--- src/design/b32e_pkg.sv ---
// b32e_pkg: shared types, constants and the character map for the base32
// stream encoder. No dependencies.
package b32e_pkg;

  localparam int unsigned GroupBits      = 5;
  localparam int unsigned DefQueueDepth  = 2;

  localparam logic [6:0] CharPad   = 7'd61;  // '='
  localparam logic [6:0] CharUpA   = 7'd65;  // 'A'
  localparam logic [6:0] CharDig2  = 7'd50;  // '2'
  localparam logic [4:0] AlphaSplit = 5'd26;

  typedef struct packed {
    logic [7:0] byte_value;
    logic       last_byte;
  } in_item_t;

  typedef struct packed {
    logic [6:0] out_char;
    logic       last_char;
  } out_item_t;

  // one accepted byte after classification: up to three symbols, pad count
  typedef struct packed {
    logic [2:0][4:0] sym;
    logic [1:0]      n_sym;
    logic [2:0]      n_pad;
    logic            last;
  } desc_t;

  typedef struct packed {
    logic full;
    logic empty;
  } q_stat_t;

  function automatic logic [6:0] sym_to_ascii(input logic [4:0] v);
    logic [6:0] r;
    if (v < AlphaSplit) begin
      r = CharUpA + {2'b00, v};
    end else begin
      r = CharDig2 + {2'b00, v - AlphaSplit};
    end
    return r;
  endfunction

endpackage

--- src/design/b32e_front.sv ---
// b32e_front: accepts message bytes, holds leftover bits and character phase,
// splits each byte into symbols and pad count. Depends on b32e_pkg.
module b32e_front
  import b32e_pkg::*;
(
  input  logic     clk,
  input  logic     rst_n,
  input  logic     in_valid,
  output logic     in_ready,
  input  in_item_t in_data,
  input  q_stat_t  q_stat,
  output logic     push,
  output desc_t    push_desc
);

  logic [3:0]  left_bits_r, left_bits_nxt;
  logic [2:0]  left_cnt_r, left_cnt_nxt;
  logic [2:0]  phase_r, phase_nxt;

  logic [11:0] acc;
  logic [3:0]  total;
  logic [3:0]  sh0;
  logic [3:0]  sh1;
  logic        two;
  logic [2:0]  rem;
  logic [11:0] mask;
  logic [3:0]  rem_bits;
  logic [8:0]  flush_wide;
  logic        flush;
  logic [1:0]  n_sym;
  logic [2:0]  phase_after;
  logic [11:0] d0_wide;
  logic [11:0] d1_wide;

  assign in_ready = !q_stat.full;
  assign push     = in_valid && in_ready;

  always_comb begin
    acc         = {left_bits_r, in_data.byte_value};
    total       = {1'b0, left_cnt_r} + 4'd8;
    two         = (total >= 4'd10);
    sh0         = total - 4'(GroupBits);
    sh1         = total - 4'd10;
    d0_wide     = acc >> sh0;
    d1_wide     = acc >> sh1;
    rem         = two ? sh1[2:0] : sh0[2:0];
    mask        = (12'd1 << rem) - 12'd1;
    rem_bits    = 4'(acc & mask);
    flush_wide  = {5'd0, rem_bits} << (3'd5 - rem);
    flush       = in_data.last_byte && (rem != 3'd0);
    n_sym       = (two ? 2'd2 : 2'd1) + {1'b0, flush};
    phase_after = phase_r + {1'b0, n_sym};

    push_desc.sym[0] = d0_wide[4:0];
    push_desc.sym[1] = two ? d1_wide[4:0] : flush_wide[4:0];
    push_desc.sym[2] = flush_wide[4:0];
    push_desc.n_sym  = n_sym;
    push_desc.n_pad  = in_data.last_byte ? (3'd0 - phase_after) : 3'd0;
    push_desc.last   = in_data.last_byte;

    left_bits_nxt = left_bits_r;
    left_cnt_nxt  = left_cnt_r;
    phase_nxt     = phase_r;
    if (push) begin
      if (in_data.last_byte) begin
        left_bits_nxt = 4'd0;
        left_cnt_nxt  = 3'd0;
        phase_nxt     = 3'd0;
      end else begin
        left_bits_nxt = rem_bits;
        left_cnt_nxt  = rem;
        phase_nxt     = phase_after;
      end
    end
  end

  always_ff @(posedge clk) begin
    if (!rst_n) begin
      left_bits_r <= 4'd0;
      left_cnt_r  <= 3'd0;
      phase_r     <= 3'd0;
    end else begin
      left_bits_r <= left_bits_nxt;
      left_cnt_r  <= left_cnt_nxt;
      phase_r     <= phase_nxt;
    end
  end

endmodule

--- src/design/b32e_queue.sv ---
// b32e_queue: small descriptor fifo between front and back.
// Depends on b32e_pkg.
module b32e_queue
  import b32e_pkg::*;
#(
  parameter int unsigned DEPTH = DefQueueDepth
) (
  input  logic                         clk,
  input  logic                         rst_n,
  input  logic                         push,
  input  desc_t                        push_desc,
  input  logic                         pop,
  output desc_t                        head,
  output q_stat_t                      q_stat,
  output logic [$clog2(DEPTH+1)-1:0]   level
);

  localparam int unsigned PtrW = $clog2(DEPTH);
  localparam int unsigned LvlW = $clog2(DEPTH + 1);
  localparam logic [PtrW-1:0] LastPtr = PtrW'(DEPTH - 1);
  localparam logic [LvlW-1:0] FullLvl = LvlW'(DEPTH);

  desc_t           slot_r [DEPTH];
  logic [PtrW-1:0] wr_ptr_r, wr_ptr_nxt;
  logic [PtrW-1:0] rd_ptr_r, rd_ptr_nxt;
  logic [LvlW-1:0] level_r, level_nxt;
  logic            do_push;
  logic            do_pop;

  assign q_stat.full  = (level_r == FullLvl);
  assign q_stat.empty = (level_r == '0);
  assign level        = level_r;
  assign head         = slot_r[rd_ptr_r];
  assign do_push      = push && !q_stat.full;
  assign do_pop       = pop && !q_stat.empty;

  always_comb begin
    wr_ptr_nxt = wr_ptr_r;
    rd_ptr_nxt = rd_ptr_r;
    level_nxt  = level_r;
    if (do_push) begin
      wr_ptr_nxt = (wr_ptr_r == LastPtr) ? '0 : wr_ptr_r + PtrW'(1);
    end
    if (do_pop) begin
      rd_ptr_nxt = (rd_ptr_r == LastPtr) ? '0 : rd_ptr_r + PtrW'(1);
    end
    if (do_push && !do_pop) begin
      level_nxt = level_r + LvlW'(1);
    end else if (do_pop && !do_push) begin
      level_nxt = level_r - LvlW'(1);
    end
  end

  always_ff @(posedge clk) begin
    if (do_push) begin
      slot_r[wr_ptr_r] <= push_desc;
    end
  end

  always_ff @(posedge clk) begin
    if (!rst_n) begin
      wr_ptr_r <= '0;
      rd_ptr_r <= '0;
      level_r  <= '0;
    end else begin
      wr_ptr_r <= wr_ptr_nxt;
      rd_ptr_r <= rd_ptr_nxt;
      level_r  <= level_nxt;
    end
  end

endmodule

--- src/design/b32e_back.sv ---
// b32e_back: steps through one descriptor a character per cycle when not
// stalled and holds the result in an output register. Depends on b32e_pkg.
module b32e_back
  import b32e_pkg::*;
(
  input  logic      clk,
  input  logic      rst_n,
  input  desc_t     head,
  input  q_stat_t   q_stat,
  output logic      pop,
  output logic      out_valid,
  input  logic      out_ready,
  output out_item_t out_data
);

  logic [3:0] idx_r, idx_nxt;
  logic       out_valid_r, out_valid_nxt;
  out_item_t  out_data_r, out_data_nxt;
  logic [3:0] n_total;
  logic [3:0] last_idx;
  logic       at_end;
  logic       advance;
  logic [4:0] cur_sym;

  assign out_valid = out_valid_r;
  assign out_data  = out_data_r;

  always_comb begin
    n_total  = {2'b00, head.n_sym} + {1'b0, head.n_pad};
    last_idx = n_total - 4'd1;
    at_end   = (idx_r == last_idx);
    advance  = !q_stat.empty && (!out_valid_r || out_ready);
    pop      = advance && at_end;

    case (idx_r[1:0])
      2'd0:    cur_sym = head.sym[0];
      2'd1:    cur_sym = head.sym[1];
      default: cur_sym = head.sym[2];
    endcase

    idx_nxt       = idx_r;
    out_valid_nxt = out_valid_r;
    out_data_nxt  = out_data_r;
    if (advance) begin
      out_valid_nxt          = 1'b1;
      out_data_nxt.out_char  = (idx_r < {2'b00, head.n_sym}) ? sym_to_ascii(cur_sym)
                                                             : CharPad;
      out_data_nxt.last_char = head.last && at_end;
      idx_nxt                = at_end ? 4'd0 : idx_r + 4'd1;
    end else if (out_ready) begin
      out_valid_nxt = 1'b0;
    end
  end

  always_ff @(posedge clk) begin
    out_data_r <= out_data_nxt;
  end

  always_ff @(posedge clk) begin
    if (!rst_n) begin
      idx_r       <= 4'd0;
      out_valid_r <= 1'b0;
    end else begin
      idx_r       <= idx_nxt;
      out_valid_r <= out_valid_nxt;
    end
  end

endmodule

--- src/design/base32_stream_encoder_core.sv ---
// base32_stream_encoder_core: top level of the base32 stream encoder.
// Depends on b32e_pkg, b32e_front, b32e_queue, b32e_back.
//
//   channel | ports                          | moves
//   --------+--------------------------------+-------------------------------
//   input   | in_valid, in_ready, in_data    | one message byte, last flag
//   output  | out_valid, out_ready, out_data | one ascii character, last flag
//
// a byte is taken in any cycle with queue space; it yields one to three
// characters plus '=' pads on the last byte, sent by the back sequencer one word
// per cycle while the output is not stalled. the first character passes through
// a queue slot and the output register before it is valid.
// synchronous active-low reset clears all control state; no clearing pass.
// either side may stall; the queue and output register decouple them.
module base32_stream_encoder_core
  import b32e_pkg::*;
#(
  parameter int unsigned QUEUE_DEPTH = DefQueueDepth
) (
  input  logic      clk,
  input  logic      rst_n,
  input  logic      in_valid,
  output logic      in_ready,
  input  in_item_t  in_data,
  output logic      out_valid,
  input  logic      out_ready,
  output out_item_t out_data
);

  localparam int unsigned LvlW = $clog2(QUEUE_DEPTH + 1);

  logic            push;
  desc_t           push_desc;
  desc_t           head;
  logic            pop;
  q_stat_t         q_stat;
  logic [LvlW-1:0] q_level;

  b32e_front u_front (
    .clk       (clk),
    .rst_n     (rst_n),
    .in_valid  (in_valid),
    .in_ready  (in_ready),
    .in_data   (in_data),
    .q_stat    (q_stat),
    .push      (push),
    .push_desc (push_desc)
  );

  b32e_queue #(
    .DEPTH (QUEUE_DEPTH)
  ) u_queue (
    .clk       (clk),
    .rst_n     (rst_n),
    .push      (push),
    .push_desc (push_desc),
    .pop       (pop),
    .head      (head),
    .q_stat    (q_stat),
    .level     (q_level)
  );

  b32e_back u_back (
    .clk       (clk),
    .rst_n     (rst_n),
    .head      (head),
    .q_stat    (q_stat),
    .pop       (pop),
    .out_valid (out_valid),
    .out_ready (out_ready),
    .out_data  (out_data)
  );

  a_level_bound: assert property (@(posedge clk) disable iff (!rst_n)
    q_level <= LvlW'(QUEUE_DEPTH))
    else $error("queue level above depth");

  a_char_set: assert property (@(posedge clk) disable iff (!rst_n)
    out_valid |-> ((out_data.out_char >= 7'd65 && out_data.out_char <= 7'd90) ||
                   (out_data.out_char >= 7'd50 && out_data.out_char <= 7'd55) ||
                   out_data.out_char == CharPad))
    else $error("character outside base32 set");

  a_pad_order: assert property (@(posedge clk) disable iff (!rst_n)
    (out_valid && out_ready && out_data.out_char == CharPad && !out_data.last_char)
      |=> !out_valid || out_data.out_char == CharPad)
    else $error("data character after padding");

  a_push_room: assert property (@(posedge clk) disable iff (!rst_n)
    push |-> !q_stat.full)
    else $error("push into full queue");

endmodule

--- config.mk ---
export PLATFORM = sky130hd
export DESIGN_NAME = base32_stream_encoder_core
export DESIGN_NICKNAME = d
export VERILOG_FILES = /design/src/design/b32e_pkg.sv /design/src/design/b32e_front.sv /design/src/design/b32e_queue.sv /design/src/design/b32e_back.sv /design/src/design/base32_stream_encoder_core.sv
export SDC_FILE = /design/constraint.sdc
export NUM_CORES = 1
export LEC_CHECK = 0
export BUFFER_PORTS_ARGS = -buffer_cell sky130_fd_sc_hd__buf_4
export CORE_AREA = 2 2 101 103
export CTS_BUF_LIST = sky130_fd_sc_hd__clkbuf_4
export CTS_CLUSTER_SIZE = 24
export DETAILED_ROUTE_END_ITERATION = 6
export DIE_AREA = 0 0 103 105
export GPL_ROUTABILITY_DRIVEN = 0
export PLACE_DENSITY_LB_ADDON = 0.1
export SYNTH_ARGS = -nofsm -noshare
export SYNTH_HDL_FRONTEND = slang
export SYNTH_SLANG_ARGS = --single-unit
--- constraint.sdc ---
create_clock -name clk -period 4 [get_ports clk]
set_clock_uncertainty 0.15 [all_clocks]
set_input_delay 0.4 -clock clk [delete_from_list [all_inputs] [get_ports clk]]
set_output_delay 0.4 -clock clk [all_outputs]
set_load 0.01 [all_outputs]
==> qor.yml <==
status: "complete, no violations"
grt_pass1_vias: 2794
grt_antenna_before_repair: 0
synth_edf_count: 50
drtIter0Drc: 149
root_buffer: "clkbuf_4"
synth_area_leaders: "edfxtp_1 (35%), dfxtp_1 (9.3%), mux2i_1 (7.4%)"
critPathLaunchType: "flip-flop"
start_util_pct: 44.8
max_stage_delay_ps: 490
crit_end: "u_queue.slot_r[0][3]$_DFFE_PP_"
p_per_area_mw_per_mm2: 747
clock_latency_ps: 420
io_pins: 23
critical_path.cell_chain: "inv_2, ha_1, or2b_4, and3_4, a21oi_4, or3_4, nand2_1, ha_1, inv_1, ha_1, fa_1, inv_1, ha_1, xor2_1, xnor2_1, and2_1"
critPathTopFamily: "adder cells"
postCtsSetupRepairBufs: 0
htreeDepth: 3
critPathMostFrequentCell: "ha_1"
tightest_slew_ps: 657
critPathMaxFanout: 6
setup_violations: 0
row_count: 36
path_buf_inv: 3
dieArea_mm2: 0.0108
p_seq_share_pct: 32.1
yosysTopAreaCell: "edfxtp_1"
endpoint_kind: "flip-flop"
swShare_pct: 37.7
yosys_register_bits: 70
p_comb_share_pct: 50.3
cts-buffers-inserted: 9
cts_tree: "done"
hold_class: "primary input to flip-flop"
rr_worst_depth: 16
leakagePower_uw: 0.00183
post-route-min-period_ps: 3770
clkSinkCount: 70
multiInputGateArea_mm2: 0.00226
nNetsFinal: 446
diodes: 0
wirelength_um: 8970
tns_ps: 0
drv_cap: 0
clockBufferDepth: 2
async_flop_share_pct: 0
drv_slew: 0
syn_area_mm2: 0.00432
fin_util_pct: 50.6
viasPerCell: 5.45
first_pass_iters: 4
clk_pin_slew_ps: 110
ant_nets: 0
worstPathArrival_ps: 3800
layout_common_cells: "edfxtp_1 (50), buf_4 (35), nand2_1 (34)"
synth-main-ff-cell: "edfxtp_1"
r2r-start: "u_front.left_cnt_r[0]$_SDFFE_PN0P_"
required_ps: 4030
cts_hold_buf: 0
r2r_slack_ps: 230
vdd_drop_max_mv: 0.308
vias: 2984
die_w_um: 103
worst-path-stages: 16
yosysTopAreaCellShare_pct: 34.8
fin_hold_ws_ps: 142
post-dp-hpwl_um: 6560
n_fill_cell: 908
max_freq_mhz: 265
final_common_cell: "edfxtp_1"
ys_seq_area_share_pct: 44.0
fin_ws_ps: 233
dieHeight_um: 105
coreArea_mm2: 0.00964
syn_area_per_cell_um2: 11.3
port_buffers: 22
synthCells: 382
dp_slack_ps: 167
synth_nets: 418
r2r-end: "u_queue.slot_r[0][3]$_DFFE_PP_"
finalPower_uw: 3650
grt_max_degree: 22
gr-total-overflow: 0
seq_area_mm2: 0.00190
critPathKind: "flip-flop to flip-flop"
grt_usage_pct: 17.9
internal_power_uw: 2270
p_switching_uw: 1370
rsz0062_at_grt: "no"
clockPowerShare_pct: 17.6
startpoint: "u_front.left_cnt_r[0]$_SDFFE_PN0P_"
period_share_pct: 94.2
drcViolationCount: 0
slew_headroom_pct: 56.2
drive_gt1_share_pct: 21.0
grt_pass1_wl_um: 14600
cp_slowest_cell: "fa_1"
synth_warnings: 0
syn2layout_area_growth_pct: 13.0
hold_viol_final: 0
synth_cell_types: 65
wl_per_cell_um: 16.4
[repair_timing]
action | in CTS | in global routing
endpoints found under the setup margin | 0 | 2
gates resized for setup | 0 | 1
endpoints found under the hold margin | 0 | 0
[synth_stat cells, drive strengths merged (3+ instances only)]
cell type,number
mux2i,32
xnor2,13
o21ai,13
nor2b,10
mux2,5
a31oi,6
nor2,22
xor2,10
a21oi,10
nand2b,4
nand4b,3
a211oi,5
nand2,35
a22o,4
a21boi,4
a21o,3
and2,8
nor3,7
buf,12
o22ai,7
inv,18
dfxtp,20
ha,21
nand3,10
edfxtp,50
a22oi,7
nand4,3
mux4,8
clkbuf,6
[per-layer routing]
| layer | vias to the layer above | track usage, % | part of all wire [%] | routed length, µm |
|---|---|---|---|---|
| met4 | 0 | 6.77 | 2.1 | 185 |
| met3 | 15 | 4.28 | 3.4 | 307 |
| met2 | 68 | 27.6 | 49 | 4350 |
| met1 | 1427 | 24.2 | 46 | 4120 |
| met5 | - | 0 | 0 | 0 |
| li1 | 1474 | - | - | - |
[state kept, by name, indices dropped and copies added (netlist names), 2 cells and up, named ones only]
register and count:
u_back.idx_r 4, u_back.out_data 8, u_front.left_cnt_r 3, u_front.left_bits_r 4
u_front.phase_r 3, u_queue.slot_r 42, u_queue.level 2
[power by group through the flow]
stage / registers, µW / clock network (µW) / logic, µW
2_1_floorplan: 1200 / 0 / 1390
3_3_place_gp: 1190 / 0 / 1810
3_5_place_dp: 1190 / 0 / 1830
4_1_cts: 1170 / 661 / 1840
5_1_grt: 1190 / 693 / 2040
6_report: 1170 / 641 / 1840
[stage by stage]
step	area, µm²	std cells
detailed placement	4660	532
finish	4880	548
global placement	4660	532
floorplan	4350	382
global route	4880	548
CTS	4870	548
[kinds of logic (layout without fill, tap and decap cells)]
group	count (synthesis)	in the layout	share of synthesized area (%)
AOI/OAI and AO/OA	75	75	13.1
DFF	70	70	44.0
adders and majority gates	23	23	7.01
and+or+nand+nor	110	110	13.3
muxes	45	45	13.1
xor gates and xnor gates	23	23	5.45
buffers and inverters	36	69	4.06
[worst min path at each step]
stage	start	to	slack (ps)	cells past startpoint
6_report	in_data[0]	u_queue.slot_r[0][0]$_DFFE_PP_	140	1
3_5_place_dp	u_queue.level[1]$_SDFFE_PN0P_	u_queue.level[1]$_SDFFE_PN0P_	380	2
2_1_floorplan	u_front.phase_r[0]$_SDFFE_PN0P_	u_front.phase_r[0]$_SDFFE_PN0P_	340	2
4_1_cts	in_data[0]	u_queue.slot_r[1][0]$_DFFE_PP_	100	1
5_1_grt	in_data[0]	u_queue.slot_r[1][0]$_DFFE_PP_	110	1
3_3_place_gp	u_front.phase_r[0]$_SDFFE_PN0P_	u_front.phase_r[0]$_SDFFE_PN0P_	370	2
[area by class of cell]
type                            instances  area share [%]
Clock buffer                           10            1.54
Multi-Input combinational cell        276            46.4
Inverter                               18            1.54
Clock inverter                          6            2.74
Sequential cell                        70            39.0
Timing Repair Buffer                   35            5.38
Tap cell                              133            3.41
(Power assumes the default switching activity.)
